===== src/ipd_pkg.sv =====
// ----------------------------------------------------------------------------
// IQ packet deframer package
// Shared types and constants for the deframer core, top level and testbench.
// ----------------------------------------------------------------------------
package ipd_pkg;

  // Header marker bytes, 'D' then 'R'.
  localparam logic [7:0]  MARK_FIRST  = 8'h44;
  localparam logic [7:0]  MARK_SECOND = 8'h52;

  // Header positions: seven header bytes, position seven means payload.
  localparam logic [2:0]  HDR_MARK_FIRST  = 3'd0;
  localparam logic [2:0]  HDR_MARK_SECOND = 3'd1;
  localparam logic [2:0]  HDR_SEQ_LOW     = 3'd2;
  localparam logic [2:0]  HDR_SEQ_HIGH    = 3'd3;
  localparam logic [2:0]  HDR_GAIN        = 3'd4;
  localparam logic [2:0]  HDR_COUNT_LOW   = 3'd5;
  localparam logic [2:0]  HDR_COUNT_HIGH  = 3'd6;
  localparam logic [2:0]  HDR_PAYLOAD     = 3'd7;

  // Index of the last byte of a six-byte sample.
  localparam logic [2:0]  SAMPLE_LAST = 3'd5;

  // Offset binary to two's complement: invert the top bit.
  localparam logic [23:0] OFFSET_BIT = 24'h800000;

  typedef enum logic [1:0] {
    KIND_SAMPLE     = 2'd0,
    KIND_BAD_FORMAT = 2'd1,
    KIND_DROPPED    = 2'd2,
    KIND_SEQ_GAP    = 2'd3
  } kind_e;

  typedef struct packed {
    logic [7:0] data_byte;
    logic       end_of_packet;
  } in_item_t;

  typedef struct packed {
    logic               hit;
    kind_e              kind;
    logic signed [23:0] i_value;
    logic signed [23:0] q_value;
    logic [7:0]         gain;
    logic [15:0]        seq_number;
  } result_t;

endpackage


===== src/ipd_stream_if.sv =====
// ----------------------------------------------------------------------------
// IQ packet deframer channels
// Valid/ready interfaces for the byte input and the result output.
// ----------------------------------------------------------------------------
interface ipd_in_if;
  logic       valid;
  logic       ready;
  logic [7:0] data_byte;
  logic       end_of_packet;

  modport source (output valid, output data_byte, output end_of_packet, input ready);
  modport sink   (input valid, input data_byte, input end_of_packet, output ready);
endinterface

interface ipd_out_if;
  logic               valid;
  logic               ready;
  logic [1:0]         kind;
  logic signed [23:0] i_value;
  logic signed [23:0] q_value;
  logic [7:0]         gain;
  logic [15:0]        seq_number;

  modport source (output valid, output kind, output i_value, output q_value,
                  output gain, output seq_number, input ready);
  modport sink   (input valid, input kind, input i_value, input q_value,
                  input gain, input seq_number, output ready);
endinterface


===== src/ipd_frame_core.sv =====
// ----------------------------------------------------------------------------
// IQ packet deframer core
// Header parser, sequence tracker and sample assembler, one byte per step.
// ----------------------------------------------------------------------------
module ipd_frame_core (
  input  logic              clk_i,
  input  logic              rst_ni,
  input  logic              step_i,
  input  ipd_pkg::in_item_t item_i,
  output ipd_pkg::result_t  result_o
);

  logic [2:0]  hdr_pos_q, hdr_pos_d;
  logic [2:0]  smp_pos_q, smp_pos_d;
  logic [15:0] left_q, left_d;
  logic [15:0] exp_seq_q, exp_seq_d;
  logic        exp_known_q, exp_known_d;
  logic [15:0] pkt_seq_q, pkt_seq_d;
  logic [7:0]  pkt_gain_q, pkt_gain_d;
  logic [39:0] smp_bytes_q, smp_bytes_d;
  logic        discard_q, discard_d;

  logic        bad;
  logic        drop;
  logic [16:0] next_seq;
  logic [47:0] full;

  always_comb begin
    hdr_pos_d   = hdr_pos_q;
    smp_pos_d   = smp_pos_q;
    left_d      = left_q;
    exp_seq_d   = exp_seq_q;
    exp_known_d = exp_known_q;
    pkt_seq_d   = pkt_seq_q;
    pkt_gain_d  = pkt_gain_q;
    smp_bytes_d = smp_bytes_q;
    discard_d   = discard_q;
    result_o    = '0;
    bad         = 1'b0;
    drop        = 1'b0;
    next_seq    = {1'b0, pkt_seq_q} + 17'd2;
    full        = {smp_bytes_q, item_i.data_byte};

    if (step_i) begin
      if (discard_q) begin
        // Rest of this packet is ignored.
      end else if (hdr_pos_q != ipd_pkg::HDR_PAYLOAD) begin
        case (hdr_pos_q)
          ipd_pkg::HDR_MARK_FIRST:  bad = (item_i.data_byte != ipd_pkg::MARK_FIRST);
          ipd_pkg::HDR_MARK_SECOND: bad = (item_i.data_byte != ipd_pkg::MARK_SECOND);
          ipd_pkg::HDR_SEQ_LOW:     pkt_seq_d = {8'h00, item_i.data_byte};
          ipd_pkg::HDR_SEQ_HIGH:    pkt_seq_d = {item_i.data_byte, pkt_seq_q[7:0]};
          ipd_pkg::HDR_GAIN:        pkt_gain_d = item_i.data_byte;
          ipd_pkg::HDR_COUNT_LOW:   left_d = {8'h00, item_i.data_byte};
          default:                  left_d = {item_i.data_byte, left_q[7:0]};
        endcase
        if (bad) begin
          result_o.hit  = 1'b1;
          result_o.kind = ipd_pkg::KIND_BAD_FORMAT;
          discard_d     = 1'b1;
        end else if (hdr_pos_q == ipd_pkg::HDR_COUNT_HIGH) begin
          hdr_pos_d = ipd_pkg::HDR_PAYLOAD;
          if (exp_known_q && (pkt_seq_q != exp_seq_q)) begin
            result_o.hit        = 1'b1;
            result_o.gain       = pkt_gain_q;
            result_o.seq_number = pkt_seq_q;
            if ((pkt_seq_q < exp_seq_q) && (pkt_seq_q[0] == exp_seq_q[0])) begin
              drop          = 1'b1;
              result_o.kind = ipd_pkg::KIND_DROPPED;
              discard_d     = 1'b1;
            end else begin
              result_o.kind = ipd_pkg::KIND_SEQ_GAP;
            end
          end
          if (!drop) begin
            // Past the top the expectation wraps to 1 or 0 by parity.
            if (next_seq[16]) begin
              exp_seq_d = {15'd0, ~next_seq[0]};
            end else begin
              exp_seq_d = next_seq[15:0];
            end
            exp_known_d = 1'b1;
          end
        end else begin
          hdr_pos_d = hdr_pos_q + 3'd1;
        end
      end else if (left_q != 16'd0) begin
        if (smp_pos_q != ipd_pkg::SAMPLE_LAST) begin
          smp_bytes_d = {smp_bytes_q[31:0], item_i.data_byte};
          smp_pos_d   = smp_pos_q + 3'd1;
        end else begin
          result_o.hit        = 1'b1;
          result_o.kind       = ipd_pkg::KIND_SAMPLE;
          result_o.i_value    = full[47:24] ^ ipd_pkg::OFFSET_BIT;
          result_o.q_value    = full[23:0] ^ ipd_pkg::OFFSET_BIT;
          result_o.gain       = pkt_gain_q;
          result_o.seq_number = pkt_seq_q;
          left_d              = left_q - 16'd1;
          smp_pos_d           = '0;
          smp_bytes_d         = '0;
        end
      end

      if (item_i.end_of_packet) begin
        // A packet that ends inside its header is malformed.
        if (!result_o.hit && !discard_d && (hdr_pos_d != ipd_pkg::HDR_PAYLOAD)) begin
          result_o      = '0;
          result_o.hit  = 1'b1;
          result_o.kind = ipd_pkg::KIND_BAD_FORMAT;
        end
        hdr_pos_d   = '0;
        smp_pos_d   = '0;
        left_d      = '0;
        smp_bytes_d = '0;
        discard_d   = 1'b0;
      end
    end
  end

  always_ff @(posedge clk_i or negedge rst_ni) begin
    if (!rst_ni) begin
      hdr_pos_q   <= '0;
      smp_pos_q   <= '0;
      left_q      <= '0;
      exp_seq_q   <= '0;
      exp_known_q <= 1'b0;
      pkt_seq_q   <= '0;
      pkt_gain_q  <= '0;
      smp_bytes_q <= '0;
      discard_q   <= 1'b0;
    end else begin
      hdr_pos_q   <= hdr_pos_d;
      smp_pos_q   <= smp_pos_d;
      left_q      <= left_d;
      exp_seq_q   <= exp_seq_d;
      exp_known_q <= exp_known_d;
      pkt_seq_q   <= pkt_seq_d;
      pkt_gain_q  <= pkt_gain_d;
      smp_bytes_q <= smp_bytes_d;
      discard_q   <= discard_d;
    end
  end

`ifndef SYNTHESIS
  assert property (@(posedge clk_i) disable iff (!rst_ni)
    hdr_pos_q != ipd_pkg::HDR_PAYLOAD |-> smp_pos_q == 3'd0)
    else $error("sample bytes collected while the header is open");
  assert property (@(posedge clk_i) disable iff (!rst_ni)
    smp_pos_q <= ipd_pkg::SAMPLE_LAST)
    else $error("sample byte position out of range");
  assert property (@(posedge clk_i) disable iff (!rst_ni)
    step_i && item_i.end_of_packet |=> hdr_pos_q == 3'd0 && !discard_q)
    else $error("packet state not cleared at end of packet");
`endif

endmodule


===== src/iq_packet_deframer.sv =====
// ----------------------------------------------------------------------------
// IQ packet deframer
// Byte-serial deframer that turns I/Q packets into Q1.23 sample items.
// ----------------------------------------------------------------------------
// Usage:
// Bytes of a packet enter on in_i, one item per byte, with end_of_packet set
// on the final byte. Results leave on out_o: one item per complete six-byte
// sample (kind 0), or a status item for a bad header marker or short packet
// (kind 1), a dropped stale packet (kind 2), or an accepted sequence gap
// (kind 3). Bytes that produce nothing leave no item.
// The block is a two-register pipeline: a byte is captured in the input
// register, processed combinationally by the deframer core, and any result is
// captured in the output register. One byte is taken every cycle while out_o
// is ready; the rate is set by the core, which updates its state once per
// byte.
// When the receiver stalls with a result waiting, the input register still
// fills once, then in_i.ready drops until the output register empties.
// Reset clears all packet state and the expected sequence number, so the
// first packet after reset is accepted with any number.
// ----------------------------------------------------------------------------
module iq_packet_deframer (
  input  logic   clk_i,
  input  logic   rst_ni,
  ipd_in_if.sink   in_i,
  ipd_out_if.source out_o
);

  ipd_pkg::in_item_t in_q;
  logic              in_valid_q;
  ipd_pkg::result_t  res;
  ipd_pkg::result_t  out_q;
  logic              out_valid_q;
  logic              advance;

  // The held byte moves on whenever the output register can take a result.
  assign advance    = in_valid_q && (!out_valid_q || out_o.ready);
  assign in_i.ready = !in_valid_q || advance;

  always_ff @(posedge clk_i or negedge rst_ni) begin
    if (!rst_ni) begin
      in_valid_q <= 1'b0;
    end else if (in_i.valid && in_i.ready) begin
      in_valid_q <= 1'b1;
    end else if (advance) begin
      in_valid_q <= 1'b0;
    end
  end

  always_ff @(posedge clk_i) begin
    if (in_i.valid && in_i.ready) begin
      in_q.data_byte     <= in_i.data_byte;
      in_q.end_of_packet <= in_i.end_of_packet;
    end
  end

  ipd_frame_core u_core (
    .clk_i    (clk_i),
    .rst_ni   (rst_ni),
    .step_i   (advance),
    .item_i   (in_q),
    .result_o (res)
  );

  always_ff @(posedge clk_i or negedge rst_ni) begin
    if (!rst_ni) begin
      out_valid_q <= 1'b0;
    end else if (advance && res.hit) begin
      out_valid_q <= 1'b1;
    end else if (out_o.ready) begin
      out_valid_q <= 1'b0;
    end
  end

  always_ff @(posedge clk_i) begin
    if (advance && res.hit) begin
      out_q <= res;
    end
  end

  assign out_o.valid      = out_valid_q;
  assign out_o.kind       = out_q.kind;
  assign out_o.i_value    = out_q.i_value;
  assign out_o.q_value    = out_q.q_value;
  assign out_o.gain       = out_q.gain;
  assign out_o.seq_number = out_q.seq_number;

`ifndef SYNTHESIS
  assert property (@(posedge clk_i) disable iff (!rst_ni)
    !in_i.ready |-> in_valid_q && out_valid_q && !out_o.ready)
    else $error("input stalled while the output could move");
  assert property (@(posedge clk_i) disable iff (!rst_ni)
    in_valid_q && !advance |=> in_valid_q && $stable(in_q))
    else $error("held byte lost or changed during a stall");
  assert property (@(posedge clk_i) disable iff (!rst_ni)
    out_valid_q && out_q.kind != ipd_pkg::KIND_SAMPLE |->
      out_q.i_value == 24'sd0 && out_q.q_value == 24'sd0)
    else $error("status item carries sample data");
  assert property (@(posedge clk_i) disable iff (!rst_ni)
    out_valid_q && out_q.kind == ipd_pkg::KIND_BAD_FORMAT |->
      out_q.gain == 8'd0 && out_q.seq_number == 16'd0)
    else $error("bad format item carries header fields");
`endif

endmodule


===== src/flat_wrapper.sv =====
// flat-port wrapper written by rule: the top's interface ports become plain ports
module iq_packet_deframer_flat 
  (clk_i, rst_ni, in_i_valid, in_i_data_byte, in_i_end_of_packet, in_i_ready, out_o_valid, out_o_kind, out_o_i_value, out_o_q_value, out_o_gain, out_o_seq_number, out_o_ready);
  ipd_in_if in_i_i ();
  ipd_out_if out_o_i ();
  input  logic clk_i;
  input  logic rst_ni;
  input wire logic [$bits(in_i_i.valid)-1:0] in_i_valid;
  input wire logic [$bits(in_i_i.data_byte)-1:0] in_i_data_byte;
  input wire logic [$bits(in_i_i.end_of_packet)-1:0] in_i_end_of_packet;
  output wire logic [$bits(in_i_i.ready)-1:0] in_i_ready;
  output wire logic [$bits(out_o_i.valid)-1:0] out_o_valid;
  output wire logic [$bits(out_o_i.kind)-1:0] out_o_kind;
  output wire logic [$bits(out_o_i.i_value)-1:0] out_o_i_value;
  output wire logic [$bits(out_o_i.q_value)-1:0] out_o_q_value;
  output wire logic [$bits(out_o_i.gain)-1:0] out_o_gain;
  output wire logic [$bits(out_o_i.seq_number)-1:0] out_o_seq_number;
  input wire logic [$bits(out_o_i.ready)-1:0] out_o_ready;
  assign in_i_i.valid = in_i_valid;
  assign in_i_i.data_byte = in_i_data_byte;
  assign in_i_i.end_of_packet = in_i_end_of_packet;
  assign in_i_ready = in_i_i.ready;
  assign out_o_valid = out_o_i.valid;
  assign out_o_kind = out_o_i.kind;
  assign out_o_i_value = out_o_i.i_value;
  assign out_o_q_value = out_o_i.q_value;
  assign out_o_gain = out_o_i.gain;
  assign out_o_seq_number = out_o_i.seq_number;
  assign out_o_i.ready = out_o_ready;
  iq_packet_deframer u_core (.clk_i(clk_i), .rst_ni(rst_ni), .in_i(in_i_i), .out_o(out_o_i));
endmodule

===== config.mk =====
export PLATFORM = sky130hd
export DESIGN_NAME = iq_packet_deframer_flat
export DESIGN_NICKNAME = d
export VERILOG_FILES = /design/src/ipd_pkg.sv /design/src/ipd_stream_if.sv /design/src/ipd_frame_core.sv /design/src/iq_packet_deframer.sv /design/src/flat_wrapper.sv
export SDC_FILE = /design/constraint.sdc
export NUM_CORES = 1
export LEC_CHECK = 0
export ABC_AREA = 1
export BUFFER_PORTS_ARGS = -buffer_cell sky130_fd_sc_hd__buf_2
export CORE_AREA = 5 5 153 155
export CTS_CLUSTER_SIZE = 16
export DETAILED_ROUTE_END_ITERATION = 10
export DIE_AREA = 0 0 158 160
export GPL_TIMING_DRIVEN = 0
export PLACE_DENSITY = 0.69
export RECOVER_POWER = 50
export SYNTH_ARGS = -nofsm -noshare
export SYNTH_HDL_FRONTEND = slang
export SYNTH_SLANG_ARGS = --single-unit

===== constraint.sdc =====
create_clock -name clk_i -period 3.5 [get_ports clk_i]
set_input_delay 0.35 -clock clk_i [delete_from_list [all_inputs] [get_ports clk_i]]
set_output_delay 0.35 -clock clk_i [all_outputs]
set_load 0.05 [all_outputs]

# --- Yosys cells after proc, flatten, opt, wreduce, memory -nomap -nowiden ---
# Index checks and enable logic that the tools add are counted.
word_totals:
  ff_bits: 189
  in_bits: 13
  out_inout_bits: 76
  word_cells: 140
op_classes:
  add_sub_neg: 4
  magnitude_cmp: 1
  n_eq_ne: 18
  muxes: 62
  bitwise_logic: 7
  n_reduce_logical: 28
ops:
  columns: ["op", "count"]
  rows:
  - ["75-bit two-way mux", 7]
  - ["40-bit two-way mux", 5]
  - ["16-bit two-way mux", 6]
  - ["24-bit two-way mux", 4]
  - ["16-bit case mux with 2 select lines", 2]
  - ["48-bit two-way mux", 1]
  - ["3-bit two-way mux", 15]
  - ["1-bit two-way mux", 21]
  - ["16-bit by 2-bit adder with 17-bit output, second input constant", 1]
  - ["16-bit < comparator", 1]
  - ["16-bit inequality test", 1]
  - ["8-bit by 7-bit inequality test with 1-bit output, second input constant", 2]
  - ["16-bit nonzero test", 1]
  - ["16-bit by 1-bit subtractor with 16-bit output, second input constant", 1]
  - ["4-bit AND reduction", 3]
  - ["6-bit AND reduction", 2]
  - ["5-bit AND reduction", 2]
  - ["3-bit equality test, second input constant", 3]
  - ["3-bit inequality test, second input constant", 3]
  - ["2-bit nonzero test", 4]
  - ["1-bit logical AND", 7]
  - ["1-bit NOT", 7]
  - ["3-bit by 1-bit adder with 3-bit output, second input constant", 2]
  - ["3-bit by 2-bit equality test with 1-bit output, second input constant", 2]
  - ["other kinds (11)", 17]

# --- Logic depth before layout (Yosys ltp) ---
# Gate-level depths: netlist of the first run.
depth:
  word_depth: 17
  ltp_mapped: 17
  mapped_depth_nobuf: 17

# --- Cells and area by module ---
# From an unflattened synthesis of the first run, not the netlist that was laid out.
unflattened:
  cells_unflattened: 949
  hier_area_um2: 9172.5
by_module_without_submodules:
  columns: ["module", "n_inst", "cells_per_inst", "area_per_inst_um2", "seq_area_each_um2"]
  rows:
  - ["ipd_frame_core", 1, 851, 6573.8, 2602.5]
  - ["iq_packet_deframer", 1, 98, 2598.7, 2542.4]

# --- Worst setup path after synthesis of the first run ---
# Ideal clock, no wire load.
synth_path:
  path_kind: "reg-to-reg"
  start: "register u_core.u_core.hdr_pos_q[0]"
  end: "register u_core.out_q (netlist bit u_core.out_o.gain[0]), enable pin"
  setup_time_ps: 428
  arrival_time_ps: 3135
  required_time_ps: 3072
  path_slack_ps: -63
  path_stages_with_launch: 13
  n_path_buf: 1
  period_less_slack_ps: 3563
  path_cell_list: "dfrtp_1 > ha_1 > ha_1 > buf_2 > nor2_1 > nand2_1 > nand2_1 > nand2_1 > nand3_1 > nand3_1 > nand2_1 > nand2_1 > inv_1"
synth_via:
  elab_chain_cells: 16
  elab_cells_between_ends: 33
  classes_between: "add/sub: 1; eq/ne: 4; mux: 22; reduce/logical: 6"
synth_rtl:
  columns: ["element", "line", "text"]
  rows:
  - ["from (decl)", "ipd_frame_core.sv:13", "logic [2:0] hdr_pos_q, hdr_pos_d;"]
  - ["from (signal assigned)", "ipd_frame_core.sv:132", "hdr_pos_q <= hdr_pos_d;"]
  - ["branches (longest 13 deep; another with 75-bit two-way mux)", null, null]
  - ["75-bit two-way mux *", "ipd_frame_core.sv:104", "if (item_i.end_of_packet) begin"]
  - ["75-bit two-way mux *", "ipd_frame_core.sv:44", "if (step_i) begin"]
  - ["1-bit logical AND *", "iq_packet_deframer.sv:75", "if (advance && res.hit) begin"]
  - ["to (signal assigned)", "iq_packet_deframer.sv:76", "out_q <= res;"]
  - ["to (decl)", "iq_packet_deframer.sv:31", "ipd_pkg::result_t out_q;"]
# Every way passes the cells marked *. The select of a mux whose other input is x is not followed.
# A chain may end at the register's enable or synchronous reset.

# --- Worst setup path after layout of the first run ---
layout_path:
  start: "register u_core.u_core.hdr_pos_q[0]"
  end: "register u_core.out_q (netlist bit u_core.out_o.q_value[23]), enable pin"
# The elaborated chain is that of the path after synthesis.

==> metrics list, run 1 <==
- Run status: finished, final reports clean
* DIE WIDTH: approximately 160 µm
- The die covers ~25000 µm².
- Number of filler instances in the final layout: slightly above 2k
- Setup total negative slack on the finished layout was measured at 0 ns.
* IO Port Bufs: 88
* TritonCTS clock tree: done
- The clock network burns roughly a quarter of the power.
- Number of instances in the synthesized netlist: 900
* Critical path capture point type: flip-flop
- Routability-driven placement finished with a final weighted congestion of approximately 0.91.
* Core Rows: 54
- Walking the worst path, the cells encountered are ha_1, ha_1, clkbuf_1, nor2_1, nand2_1, nand2_1, nand2_1, nand3_1, nand3_1, nand2_1, nand2_1, clkinvlp_4, buf_12.
* Sum of net half-perimeters after detailed placement: roughly 14000 µm
- In the final routing, the length of wire on met1 measures between 8000 and 9000 µm.
- Highest Clock Rate: between 0.3 and 0.4 GHz
* Maximum number of pins on one net before global-route repair: 63
- The number of global-route vias before repair was ~6.4k.
- Internal power summed over all cells: 4.74 mW
- Summed over all cells, the static leakage comes to a little over 4 nW.
* Post-route DRC: 0
* Final setup viols: 0
- After clock tree synthesis, the setup repair step added 0 buffers.
* Clock H-tree levels: 4
- Largest stage delay on the critical path: between 0.4 and 0.5 ns
- Portion of synthesized cell area occupied by the leading cell type: between 30% and 40%
- Overflow left after global routing: 0
- Most area-consuming cells after synthesis: sky130_fd_sc_hd__dfrtp_1 (31%), sky130_fd_sc_hd__edfxtp_1 (29%), sky130_fd_sc_hd__nand2_1 (6.4%)
- Of all cell types, the one taking the most synthesized area is sky130_fd_sc_hd__dfrtp_1.
- The later pin in the worst-skew pair is clocked with a latency of 0.44 ns.
- Die span in y: 160 µm
- Count of antenna diodes in the layout: 0
- Max_cap viols: 0
- Gates resized during post-CTS repair numbered 0.
- Starting utilization of the core area: roughly two fifths
- Multiplexer cells account for 0% of the synthesized area.
* Simple logic cell fraction of the synthesized area: between 10% and 20%
* Final std cell area, no fill: between 9000 and 10000 µm²
- Via count: ~6.5k
* Length of routed met2 wiring: 9090 µm
* Normalized max-slew margin: roughly an eighth
- Average vias per placed instance: ~5.0
- Number of buffers inserted for hold repair after clock tree synthesis: 1
- Setup repair after global routing left no endpoint under its margin.
- Clock input transition at the sequential cells of the worst setup and hold paths: about 0.080 ns
- In the finished design, the share of the clock period the worst path needs comes to between 80% and 90%.
- Antenna Nets Post-Route: 0
- The critical path is of the reg -> reg type.
* Share of power burned in registers: approximately two fifths
* Dominant combinational cell family by area after synthesis: simple AND/OR/NAND/NOR gates
- Clk buf depth: 2
* Slew @ Worst Pin: 1.30 ns
- PwrDens: about 840 nW/µm²
- Synthesized area: roughly 8600 µm²
* Global Route Usage Sum: between 10% and 20%
* Adder-cell share of the synthesized area: under 10%
- Share of the synthesized area in compound gates (AO/OA/AOI/OAI): 9.40%
- Subtracting the final worst setup slack from the clock period gives 2.92 ns.
- During I/O placement, the number of pins put on the boundary was 89.
- The largest individual stage delay along the critical path comes from the cell sky130_fd_sc_hd__dfrtp_1.
- Synthesis produced a netlist with a net count of around 940.
- Crit-path leading delay family: buffers and inverters
- The initial antenna violation count came to 0.
* Post-Route Skew: roughly 0.013 ns
- Summed over all nets, the switching power comes to between 3 and 4 mW.
* VDD IR max: between 0.0003 and 0.0004 V
- Summing the areas of all xor and xnor instances in the mapped netlist gives 1.12% of the synthesized area.
- Among the stages of the critical path, the cell type that occurs most often is sky130_fd_sc_hd__nand2_1.
- The routed design has roughly 20000 µm of wire.
* Mean Syn Cell Area: about 9.6 µm²
- Required time at the endpoint of the critical path: between 3 and 4 ns
- Post-synthesis sequential area ratio: 59.7%
- Detailed routing placed a total of ~1300 µm of wire on met3.
- Unique masters post-synth: 40
- Yosys synthesis warning count: 0
* Share of layout cells above drive strength 1: under 10%
- Detailed-router iteration count before antenna repair: 5
- Startpoint types: flip-flop
* Count of endpoints failing hold in the final timing report: 0
* Worst hold path class: in -> reg
* Routed length per instance: about 15 µm
- Compared with the post-synthesis result, the final layout area differs by 15.8%.
- Net switching is between 40% and 50% of the power.
* Std-Cell Core Area: 21700 µm²
- Wire length of the first global-routing pass: around 32000 µm
- The net count of the finished layout is 1048.
- Sink count of the clock tree: 189
- Highest metal used: met4
- Initial DRC count: between 500 and 600
- Part of the total power dissipated in combinational logic: a little over a third
- Final-report max-slew violation count: 0
- Data arrives at the worst endpoint at 3.11 ns.
- The placed instances occupy a cell area of ~9500 µm².
* Max FO, Critical Path: 31
* FF+latch count, synth: around 190
* Root buffer selected by CTS: sky130_fd_sc_hd__clkbuf_16
- The number of buffers and inverters on the critical path is 3.
- Counting the buffers created by CTS gives 17.
-- logic make-up (layout without fill, tap and decap cells) --
group	after synthesis	after routing
flip-flops	189	189
adder cells (fa/ha/maj)	24	24
AO/OA/AOI/OAI	150	150
buffers and inverters	157	281
AND/OR/NAND/NOR	369	369
XOR/XNOR	11	11
-- state kept, by name, indices dropped and copies added (netlist names), 3 cells and up --
signal / flops
u_core.u_core.hdr_pos_q: 3
u_core.out_o.seq_number: 16
u_core.out_o.gain: 8
u_core.in_q: 9
u_core.u_core.exp_seq_q: 16
u_core.out_o.q_value: 24
u_core.out_o.i_value: 24
u_core.u_core.pkt_seq_q: 16
u_core.u_core.smp_pos_q: 3
u_core.u_core.smp_bytes_q: 40
u_core.u_core.left_q: 16
u_core.u_core.pkt_gain_q: 8
-- final cells by class --
| class | count | area [µm²] | area share, % |
|---|---|---|---|
| clock buffer | 17 | 425 | 4.26 |
| clock inverter | 15 | 193 | 1.93 |
| inverter | 124 | 469 | 4.70 |
| timing repair buffer | 92 | 423 | 4.24 |
| sequential | 189 | 5140 | 51.5 |
| buffer | 33 | 175 | 1.75 |
| multi-input combinational | 554 | 2810 | 28.1 |
| tap | 280 | 350 | 3.51 |
-- final timing paths --
check	start	to	depth (start not counted)	slack, ns
min in group asynchronous	rst_ni	u_core.u_core.pkt_seq_q[12]$_DFFE_PN0P_	2	0.75
setup reg to reg	u_core.u_core.hdr_pos_q[0]$_DFFE_PN0P_	u_core.out_o.q_value[23]$_SDFFCE_PN0P_	13	0.58
hold reg to reg	u_core.u_core.exp_known_q$_DFFE_PN0P_	u_core.u_core.exp_known_q$_DFFE_PN0P_	2	0.47
max in group asynchronous	rst_ni	u_core.u_core.smp_bytes_q[11]$_DFFE_PN0P_	3	1.84
hold / removal	in_i_data_byte[6]	u_core.in_q[7]$_DFFE_PP_	1	0.08
setup / recovery	u_core.u_core.hdr_pos_q[0]$_DFFE_PN0P_	u_core.out_o.q_value[23]$_SDFFCE_PN0P_	13	0.58
-- per-stage QoR --
step	setup WS, ns	power [mW]	cells	util, %	hold slack [ns]
floorplan	0.335	5.72	900	-	0.0544
global placement	-0.485	6.43	1268	43.4	0.452
detailed placement	0.611	6.53	1271	43.7	0.432
CTS	0.607	8.50	1304	46.6	0.0646
global route	0.248	8.87	1304	46.0	0.0743
finish	0.577	8.37	1304	46.0	0.0817
-- worst reg2reg max path: stages (launching register included) --
cell	delay [ns]
sky130_fd_sc_hd__dfrtp_1	0.43
sky130_fd_sc_hd__ha_1	0.22
sky130_fd_sc_hd__ha_1	0.21
sky130_fd_sc_hd__clkbuf_1	0.38
sky130_fd_sc_hd__nor2_1	0.15
sky130_fd_sc_hd__nand2_1	0.12
sky130_fd_sc_hd__nand2_1	0.05
sky130_fd_sc_hd__nand2_1	0.08
sky130_fd_sc_hd__nand3_1	0.10
sky130_fd_sc_hd__nand3_1	0.08
sky130_fd_sc_hd__nand2_1	0.05
sky130_fd_sc_hd__nand2_1	0.15
sky130_fd_sc_hd__clkinvlp_4	0.34
sky130_fd_sc_hd__buf_12	0.29
-- placed cells by master, fill, tap and decap left out, drive strengths merged --
cell,synthesis,routed
nand3b,1,1
nand3,80,80
o21a,2,2
inv,124,130
clkbuf,17,113
edfxtp,83,83
ha,24,24
xnor2,1,1
o211ai,7,7
dlygate4sd3,0,1
clkinv,0,8
o22ai,8,8
or2,2,2
nand2,153,153
dfrtp,106,106
o21ai,93,93
o32ai,1,1
nor3b,2,2
and2,1,1
buf,16,28
nor4,3,3
o21bai,1,1
nand4,6,6
clkinvlp,0,1
o31ai,7,7
a2bb2oi,1,1
nor3,18,18
nor2,103,103
a21oi,30,30
xor2,10,10
-- synth_stat cells --
| master | count |
|---|---|
| sky130_fd_sc_hd__nand2_4 | 2 |
| sky130_fd_sc_hd__buf_2 | 8 |
| sky130_fd_sc_hd__xnor2_1 | 1 |
| sky130_fd_sc_hd__ha_1 | 24 |
| sky130_fd_sc_hd__buf_4 | 1 |
| sky130_fd_sc_hd__a2bb2oi_1 | 1 |
| sky130_fd_sc_hd__o21bai_1 | 1 |
| sky130_fd_sc_hd__o32ai_1 | 1 |
| sky130_fd_sc_hd__inv_2 | 7 |
| sky130_fd_sc_hd__o21a_1 | 2 |
| sky130_fd_sc_hd__and2_1 | 1 |
| sky130_fd_sc_hd__edfxtp_1 | 83 |
| sky130_fd_sc_hd__nand4_1 | 6 |
| sky130_fd_sc_hd__nand2_2 | 4 |
| sky130_fd_sc_hd__nor3_1 | 17 |
| sky130_fd_sc_hd__nand3_2 | 3 |
| sky130_fd_sc_hd__nor3b_1 | 2 |
| sky130_fd_sc_hd__nor2_1 | 99 |
| sky130_fd_sc_hd__nor2_2 | 1 |
| sky130_fd_sc_hd__or2_1 | 2 |
| sky130_fd_sc_hd__dfrtp_1 | 106 |
| sky130_fd_sc_hd__nor4_1 | 2 |
| sky130_fd_sc_hd__a21oi_1 | 30 |
| sky130_fd_sc_hd__buf_6 | 5 |
| sky130_fd_sc_hd__nand3_1 | 77 |
| sky130_fd_sc_hd__o21ai_0 | 54 |
| sky130_fd_sc_hd__nor3_2 | 1 |
| sky130_fd_sc_hd__clkbuf_2 | 2 |
| sky130_fd_sc_hd__clkbuf_1 | 15 |
| sky130_fd_sc_hd__nand3b_1 | 1 |
| sky130_fd_sc_hd__nor2_4 | 3 |
| sky130_fd_sc_hd__o22ai_1 | 8 |
| sky130_fd_sc_hd__buf_1 | 2 |
| sky130_fd_sc_hd__o21ai_1 | 39 |
| sky130_fd_sc_hd__inv_1 | 117 |
| sky130_fd_sc_hd__xor2_1 | 10 |
| sky130_fd_sc_hd__nor4_2 | 1 |
| sky130_fd_sc_hd__o211ai_1 | 7 |
| sky130_fd_sc_hd__nand2_1 | 147 |
| sky130_fd_sc_hd__o31ai_1 | 7 |
-- power by group through the flow --
stage / combinational, mW / sequential [mW] / clock [mW]
floorplan: 1.33 / 4.39 / 0
global placement: 2.92 / 3.51 / 0
detailed placement: 3.03 / 3.50 / 0
CTS: 3.04 / 3.46 / 2.00
global route: 3.23 / 3.55 / 2.08
finish: 2.94 / 3.48 / 1.96
-- routing by layer --
| layer | global-route usage, % | up-vias |
|---|---|---|
| li1 | - | 3208 |
| met1 | 22.6 | 3108 |
| met2 | 24.3 | 196 |
| met3 | 3.41 | 35 |
| met4 | 5.23 | 0 |
| met5 | 0 | - |
Power figures use the tool's default switching activity.
==> inputs of run 2 (changes only) <==
Clock period 3.5 ns to 2.45 ns, I/O delays scaled along.
==> run 2 against run 1 <==
The run now ends with setup timing left. Critical path depth up 2. Fmax up 13%. Final area up 8.8%. Via count up 5.9%. Sequential power up 42%. Count of clock-buffer cells in the layout up 2. Combinational power up 83%. Worst setup slack worse by 0.72 ns. Flip-flop and latch count unchanged. Routed wire length up 12%. Hold slack worse by 0.048 ns. Critical path type unchanged. Critical endpoint is now u_core.out_o.q_value[16]$_SDFFCE_PN0P_. Highest routed layer unchanged.
==> metrics list, run 2 (synthesis results as in run 1) <==
- Highest metal used: met4
- Average vias per placed instance: 5.11
- The floorplan step set the die height to between 150 and 200 µm.
* Sink count of the clock tree: ~190
- Most flop-heavy register: u_core.u_core.smp_bytes_q
- Slowest cell on the critical path: sky130_fd_sc_hd__dfrtp_1
- Setup repair after global routing missed its margin: true
- No sink is reached through more buffers than the 2 on the longest clock path.
- Input and output buffers added on the ports amount to 88.
- Met3 WL: about 1500 µm
- Power spread over the standard cell area amounts to between 1000 and 1500 nW/µm².
- Worst R2R Setup Slack: -0.14 ns
- Among the stages of the critical path, the cell type that occurs most often is sky130_fd_sc_hd__nand2_2.
* Commonest non-fill, non-tap cells in the layout: sky130_fd_sc_hd__nand2_1 (133), sky130_fd_sc_hd__inv_1 (107), sky130_fd_sc_hd__dfrtp_1 (101)
- Entering global routing, the biggest net connects a little over 60 pins.
* Worst hold path class: in -> reg
* Post-route DRC: 0
* Number of clock buffers inserted by TritonCTS: 17
- STA classifies the critical path startpoint as a flip-flop.
- Count of endpoints failing hold in the final timing report: 0
- In this run the horizontal extent of the chip is between 150 and 200 µm.
- Pin placement for this block handled slightly below 90 I/O pins.
- The worst path in the final design needs a cycle of ~2.6 ns, including I/O delays and setup.
- VDD sags by at most between 0.0004 and 0.0005 V.
- The initial utilization of the core area, before any placement, comes to 39.7%.
- Startpoint-to-endpoint class of the critical path: reg -> reg
- Routed length per instance: about 16 µm
- Overflow left after global routing: 0
- Wire length of the first global-routing pass: about 34000 µm
- Measured against its own limit, the worst slew margin works out to a little under a fifth.
* Metal1 wirelength: between 9000 and 10000 µm
- Area growth from synthesis to layout: 26.1%
- The number of max-slew violations in the final report came to 0.
- Detailed-router iteration count before antenna repair: 6
* Via count: ~6.9k
- The finished layout holds between 1k and 1.5k standard cells, fillers aside.
* TritonCTS clock tree: done
* Initial antenna violation count: 0
* Root buffer selected by CTS: sky130_fd_sc_hd__clkbuf_16
- Final worst setup slack: -0.143 ns
- In this run the standard cell core region covers between 20000 and 25000 µm².
* Count of antenna diodes in the layout: 0
- Final setup viols: 74
- The wire-length estimate of the detail-placed layout is 14100 µm.
* Largest stage delay on the critical path: around 0.44 ns
- Signal arrival time at the worst endpoint: 2.79 ns
- Clock-pin slew was measured on the worst setup and hold paths at about 0.07 ns.
- Along the worst path, the maximum fanout reaches 11.
* Highest Clock Rate: a little under 0.4 GHz
* Slew @ Worst Pin: 1.22 ns
- After layout, the worst path uses 106% of the clock period.
- Required time at the endpoint of the critical path: ~2.7 ns
- Largest register FFs: 40
* Initial DRC count: approximately 580
* Clock Latency Late Sink: 0.43 ns
* Antenna Nets Post-Route: 0
* Most common library cell in the layout ignoring fill and taps: sky130_fd_sc_hd__nand2_1
- Clock H-tree levels: 4
* Critical path capture point type: flip-flop
* Via count of the first global-routing pass: 6624
* Global Route Usage Sum: between 10% and 20%
- The run finished, with violations left.
- The floorplan has 54 rows.
* Sum of negative setup slack: -6.22 ns
- Leakage power: between 4 and 5 nW
- Routed Wire Length: ~22000 µm
- The net count of the finished layout is 1101.
- Crit-path cells: ha_4, nand2_2, nor2_2, nand2_2, nor2_4, nor3_2, inv_1, nand2_2, o211ai_1, nand2_2, nand2_4, clkinvlp_4, buf_12, buf_8, buf_16
- Floorplan die area: roughly 25000 µm²
- The routed design uses 10600 µm of met2 wire.
- Max_cap viols: 0
* Post-Route Skew: ~0.011 ns
* Final weighted congestion in routability-driven placement: 0.884
- Share of layout cells above drive strength 1: between 10% and 20%
* Cell count after placement: ~1.3k
* Violations in the final reports: setup timing
==> run 2: changes by cell type in the layout (fill, tap and decap cells not counted), sizes merged <==
cell	delta
clkinvlp	+2
inv	-1
clkbuf	-5
bufinv	+1
clkinv	-3
dlygate4sd3	+9
buf	+50
==> run 2: report_power, final <==
group          leakage [nW]  switching (mW)  internal, mW
sequential             2.19           0.548          4.40
clock                 0.293            1.29          1.50
combinational          2.05            3.67          1.70
==> run 2: timing repair <==
action	4_1_cts	5_1_grt
cloned	5	3
setup endpoints to repair	74	113
endpoints found under the hold margin	54	0
setup buffers	28	10
hold buffers	10	0
pin swaps	9	13
resized for setup	42	40
==> run 2: stage by stage <==
| stage | setup slack [ns] | total power, mW | area (µm²) | util (%) | hold slack, ns |
|---|---|---|---|---|---|
| 2_1_floorplan | -0.600 | 8.18 | 8630 | - | -0.0506 |
| 3_3_place_gp | -1.47 | 9.20 | 9420 | 43.4 | 0.422 |
| 3_5_place_dp | -0.829 | 9.31 | 9470 | 43.7 | 0.320 |
| 4_1_cts | -0.0687 | 12.8 | 10700 | 49.2 | 0.0314 |
| 5_1_grt | -0.250 | 13.8 | 10900 | 50.1 | 0.0575 |
| 6_report | -0.143 | 13.1 | 10900 | 50.1 | 0.0334 |
==> run 2: cell type report <==
cell class,instances,area [µm²]
fillers,1913,10800
flip-flops and latches,189,5150
multi-input cells,554,3070
repair buffers,144,1010
inverters,124,472
clock buffers,19,453
well taps,280,350
plain buffers,33,203
clock inverters,13,151
repair inverters,1,7.51
==> run 2: worst max-delay path: cells and delay by family, from the launching register on <==
family	cells	cell delay (ns)
adder cells (fa/ha/maj)	1	0.30
AND/OR/NAND/NOR	8	0.72
buffers and inverters	5	0.64
AO/OA/AOI/OAI	1	0.26
flip-flops	1	0.44
==> run 2: path summary, 6_finish.rpt <==
check | start | end | depth (start not counted)
min in group asynchronous | rst_ni | u_core.out_o.valid$_DFFE_PN0P_ | 2
hold reg to reg | u_core.u_core.exp_seq_q[14]$_DFFE_PN0P_ | u_core.u_core.exp_seq_q[14]$_DFFE_PN0P_ | 2
setup reg to reg | u_core.u_core.pkt_seq_q[9]$_DFFE_PN0P_ | u_core.out_o.q_value[16]$_SDFFCE_PN0P_ | 15
max in group asynchronous | rst_ni | u_core.u_core.hdr_pos_q[0]$_DFFE_PN0P_ | 3
hold / removal | in_i_valid | u_core.in_valid_q$_DFFE_PN0P_ | 3
setup / recovery | u_core.u_core.pkt_seq_q[9]$_DFFE_PN0P_ | u_core.out_o.q_value[16]$_SDFFCE_PN0P_ | 15
==> run 2: metal layers <==
metal  up-vias  track usage [%]
met5         -                0
li1       3322                -
met3        33             3.79
met2       238             27.5
met4         0             4.38
met1      3343             23.8
==> inputs of run 3 (changes only) <==
Settings changed: PLACE_DENSITY 0.69 to 0.67.
==> run 3 against run 2 <==
The flow still finishes with violations (setup timing). Clock skew fell by 0.0020 ns. Combinational power fell by 2%. Routed wire length fell by 1.1%. First-iteration DRC count fell by 4.3%. Via count fell by 2.4%. Flip-flop and latch count did not move. Largest cell class unchanged.
==> metrics list, run 3 (synthesis results as in run 1) <==
- At the placement stage, the worst setup path has a slack of -0.828 ns.
* Share of layout cells above drive strength 1: between 15 and 20%
* Most flop-heavy register: u_core.u_core.smp_bytes_q
* Crit-path leading delay family: simple AND/OR/NAND/NOR gates
- Final worst setup slack: -0.0301 ns
- Top-level port count: just under 90
* Most common cell type on the critical path: sky130_fd_sc_hd__nand2_2
- Buffers placed on the I/O ports in this run total between 80 and 90.
* Portion of the clock cycle consumed by the worst path in the final layout: 101%
- VDD IR max: roughly 0.0005 V
- Highest Clock Rate: just over 0.4 GHz
- Counting tap cells, the placed design contains a total of ~1.3k instances.
- Final critical delay including setup and external delays: 2.48 ns
- TritonCTS built the clock tree.
* Average vias per placed instance: about 5
* Floorplan die area: ~25000 µm²
- Worst hold path class: in -> reg
* Normalized max-slew margin: slightly below 8%
* Starting utilization of the core area: between 30 and 40%
* R2R depth: 14
* Slew @ Worst Pin: roughly 1.4 ns
- The library cell used most frequently in the layout, excluding fill and tap cells, is sky130_fd_sc_hd__nand2_1.
- Worst R2R Setup Slack: -0.03 ns
* Crit-path cells: ha_4, nand2_4, nor2_4, nand2_2, nor2_4, nor3_4, inv_2, nand2_2, o211ai_1, nand2_2, nand2_4, clkinvlp_4, buf_12, clkbuf_16
* Post-Route Skew: 0.00866 ns
- Initial DRC count: between 500 and 600
- Hold Startpoint: in_i_valid
- Origin of the critical flop-to-flop path: u_core.u_core.pkt_seq_q[15]$_DFFE_PN0P_
- The final route contains 6767 vias.
* Number of clock buffers inserted by TritonCTS: 17
* Count of antenna diodes in the layout: 0
- Worst hold slack: between 0.04 and 0.05 ns
- Routed length per instance: around 16 µm
- The total overflow left after global routing is 0.
* Root buffer selected by CTS: sky130_fd_sc_hd__clkbuf_16
- The path with the worst hold slack has its endpoint at u_core.in_valid_q$_DFFE_PN0P_.
- Power, Total: 12.9 mW
- On the worst path, the slowest cell contributes a delay of between 0.4 and 0.5 ns.
- After legalization and detailed placement, the total HPWL measured 14300 µm.
- In this run the number of H-tree levels came out at 4.
* Startpoint-to-endpoint class of the critical path: reg -> reg
- Global Route Usage Sum: 16.7%
* Buffer and inverter count on the worst path: 4
* Count of nets after finishing: 1091
* Hold-critical path depth: 3
- Startpoint types: flip-flop
- Critical path capture point type: flip-flop
- Of all nets on the critical path, the largest fanout is 8.
- The worst register-to-register path ends at u_core.out_o.q_value[17]$_SDFFCE_PN0P_.
* Finished Layout Cells: between 1k and 1.5k
* Slowest cell on the critical path: sky130_fd_sc_hd__dfrtp_1
- The total area inside the core boundary comes to 21700 µm².
* Via count of the first global-routing pass: between 6k and 7k
* Violations in the final reports: setup timing
- Signal arrival time at the worst endpoint: around 2.7 ns
- Initial antenna violation count: 0
* Antenna Nets Post-Route: 0
- Clock input transition at the sequential cells of the worst setup and hold paths: 0.07 ns
* Area growth from synthesis to layout: 24.9%
* Setup repair after global routing missed its margin: true
- After detailed routing, the number of remaining DRC violations is 0.
- Commonest non-fill, non-tap cells in the layout: sky130_fd_sc_hd__nand2_1 (134), sky130_fd_sc_hd__inv_1 (108), sky130_fd_sc_hd__dfrtp_1 (96)
* Count of endpoints failing hold in the final timing report: 0
* Final setup viols: 38
- PwrDens: 1200 nW/µm²
- Measured along the x axis, the die boundary spans about 160 µm.
* Die span in y: about 160 µm
- The first global-routing pass estimated 33500 µm of wire.
- Final-report max-slew violation count: 0
* Clock Latency Late Sink: about 0.43 ns
- Clk buf depth: 2
- Maximum number of pins on one net before global-route repair: between 50 and 60
* Detailed-router iteration count before antenna repair: 7
* Core Rows: 54
- The routed design has approximately 22000 µm of wire.
- Clock tree synthesis found a total of approximately 190 sinks.
- The analysis attributes to cell leakage a power of about 4.5 nW.
- The flow ran to the end, but the final reports show violations.
- Final weighted congestion in routability-driven placement: 0.902
* Max_cap viols: 0
- The register with the most flip-flops in the layout has 40 of them.
* Required time at the endpoint of the critical path: 2.64 ns
run 3: cell types whose count changed in the layout (fill, tap and decap cells not counted), sizes merged:
cell	previous run	this run
buf	78	68
clkbuf	108	110
inv	129	127
clkinv	5	6
clkinvlp	3	2
run 3: what timing repair did:
item,4_1_cts,5_1_grt
setup endpoints to repair,74,116
hold endpoints to repair,59,0
hold buffers,10,0
gates cloned,3,4
buffers inserted,11,17
pin swaps,7,16
gates resized for setup,18,68
run 3: layer usage:
layer / global-route usage [%] / vias to the layer above / part of all wire (%)
li1: - / 3293 / -
met4: 4.58 / 0 / 1.7
met1: 23.5 / 3251 / 46
met5: 0 / - / 0
met3: 2.98 / 29 / 5.5
met2: 26.5 / 194 / 47
run 3: metrics by stage:
| stage | util, % | setup TNS [ns] | area (µm²) |
|---|---|---|---|
| final | 49.6 | -0.478 | 10800 |
| after global routing | 49.6 | -10.72 | 10800 |
| after CTS | 47.7 | -4.29 | 10300 |
| after detailed placement | 43.7 | -53.27 | 9470 |
| after global placement | 43.4 | -128.27 | 9420 |
| after floorplan | - | -44.43 | 8630 |
run 3: how the worst max path moves through the flow:
stage               slack [ns]  cells after the start                                    start                                  endpoint
global placement         -1.47                     12   u_core.u_core.pkt_seq_q[7]$_DFFE_PN0P_  u_core.out_o.seq_number[6]$_SDFFCE_PN0P_
CTS                      -0.08                     14   u_core.u_core.pkt_seq_q[6]$_DFFE_PN0P_     u_core.out_o.q_value[6]$_SDFFCE_PN0P_
floorplan                -0.60                     12   u_core.u_core.pkt_seq_q[7]$_DFFE_PN0P_        u_core.out_o.gain[0]$_SDFFCE_PN0P_
global route             -0.17                     14   u_core.u_core.pkt_seq_q[1]$_DFFE_PN0P_    u_core.out_o.q_value[17]$_SDFFCE_PN0P_
finish                   -0.03                     14  u_core.u_core.pkt_seq_q[15]$_DFFE_PN0P_    u_core.out_o.q_value[17]$_SDFFCE_PN0P_
detailed placement       -0.83                     13   u_core.u_core.pkt_seq_q[3]$_DFFE_PN0P_  u_core.out_o.seq_number[5]$_SDFFCE_PN0P_
run 3: worst min-delay path: cells and delay by family:
family | cells | cell delay, ns
simple gates | 2 | 0.12
buf+inv | 1 | 0.07
run 3: report_power, final:
| group | internal, mW | leakage, nW | switching, mW |
|---|---|---|---|
| Sequential | 4.41 | 2.18 | 0.608 |
| Clock | 1.42 | 0.270 | 1.20 |
| Combinational | 1.65 | 2.01 | 3.61 |
| Total | 7.47 | 4.46 | 5.43 |
run 3: cell type report:
cell class | count | area, µm²
buffer | 33 | 191
tap | 280 | 350
sequential | 189 | 5160
timing repair buffer | 134 | 910
fill | 1958 | 10900
clock inverter | 11 | 108
inverter | 124 | 469
multi-input combinational | 554 | 3130
clock buffer | 21 | 440
timing repair inverter | 1 | 7.51
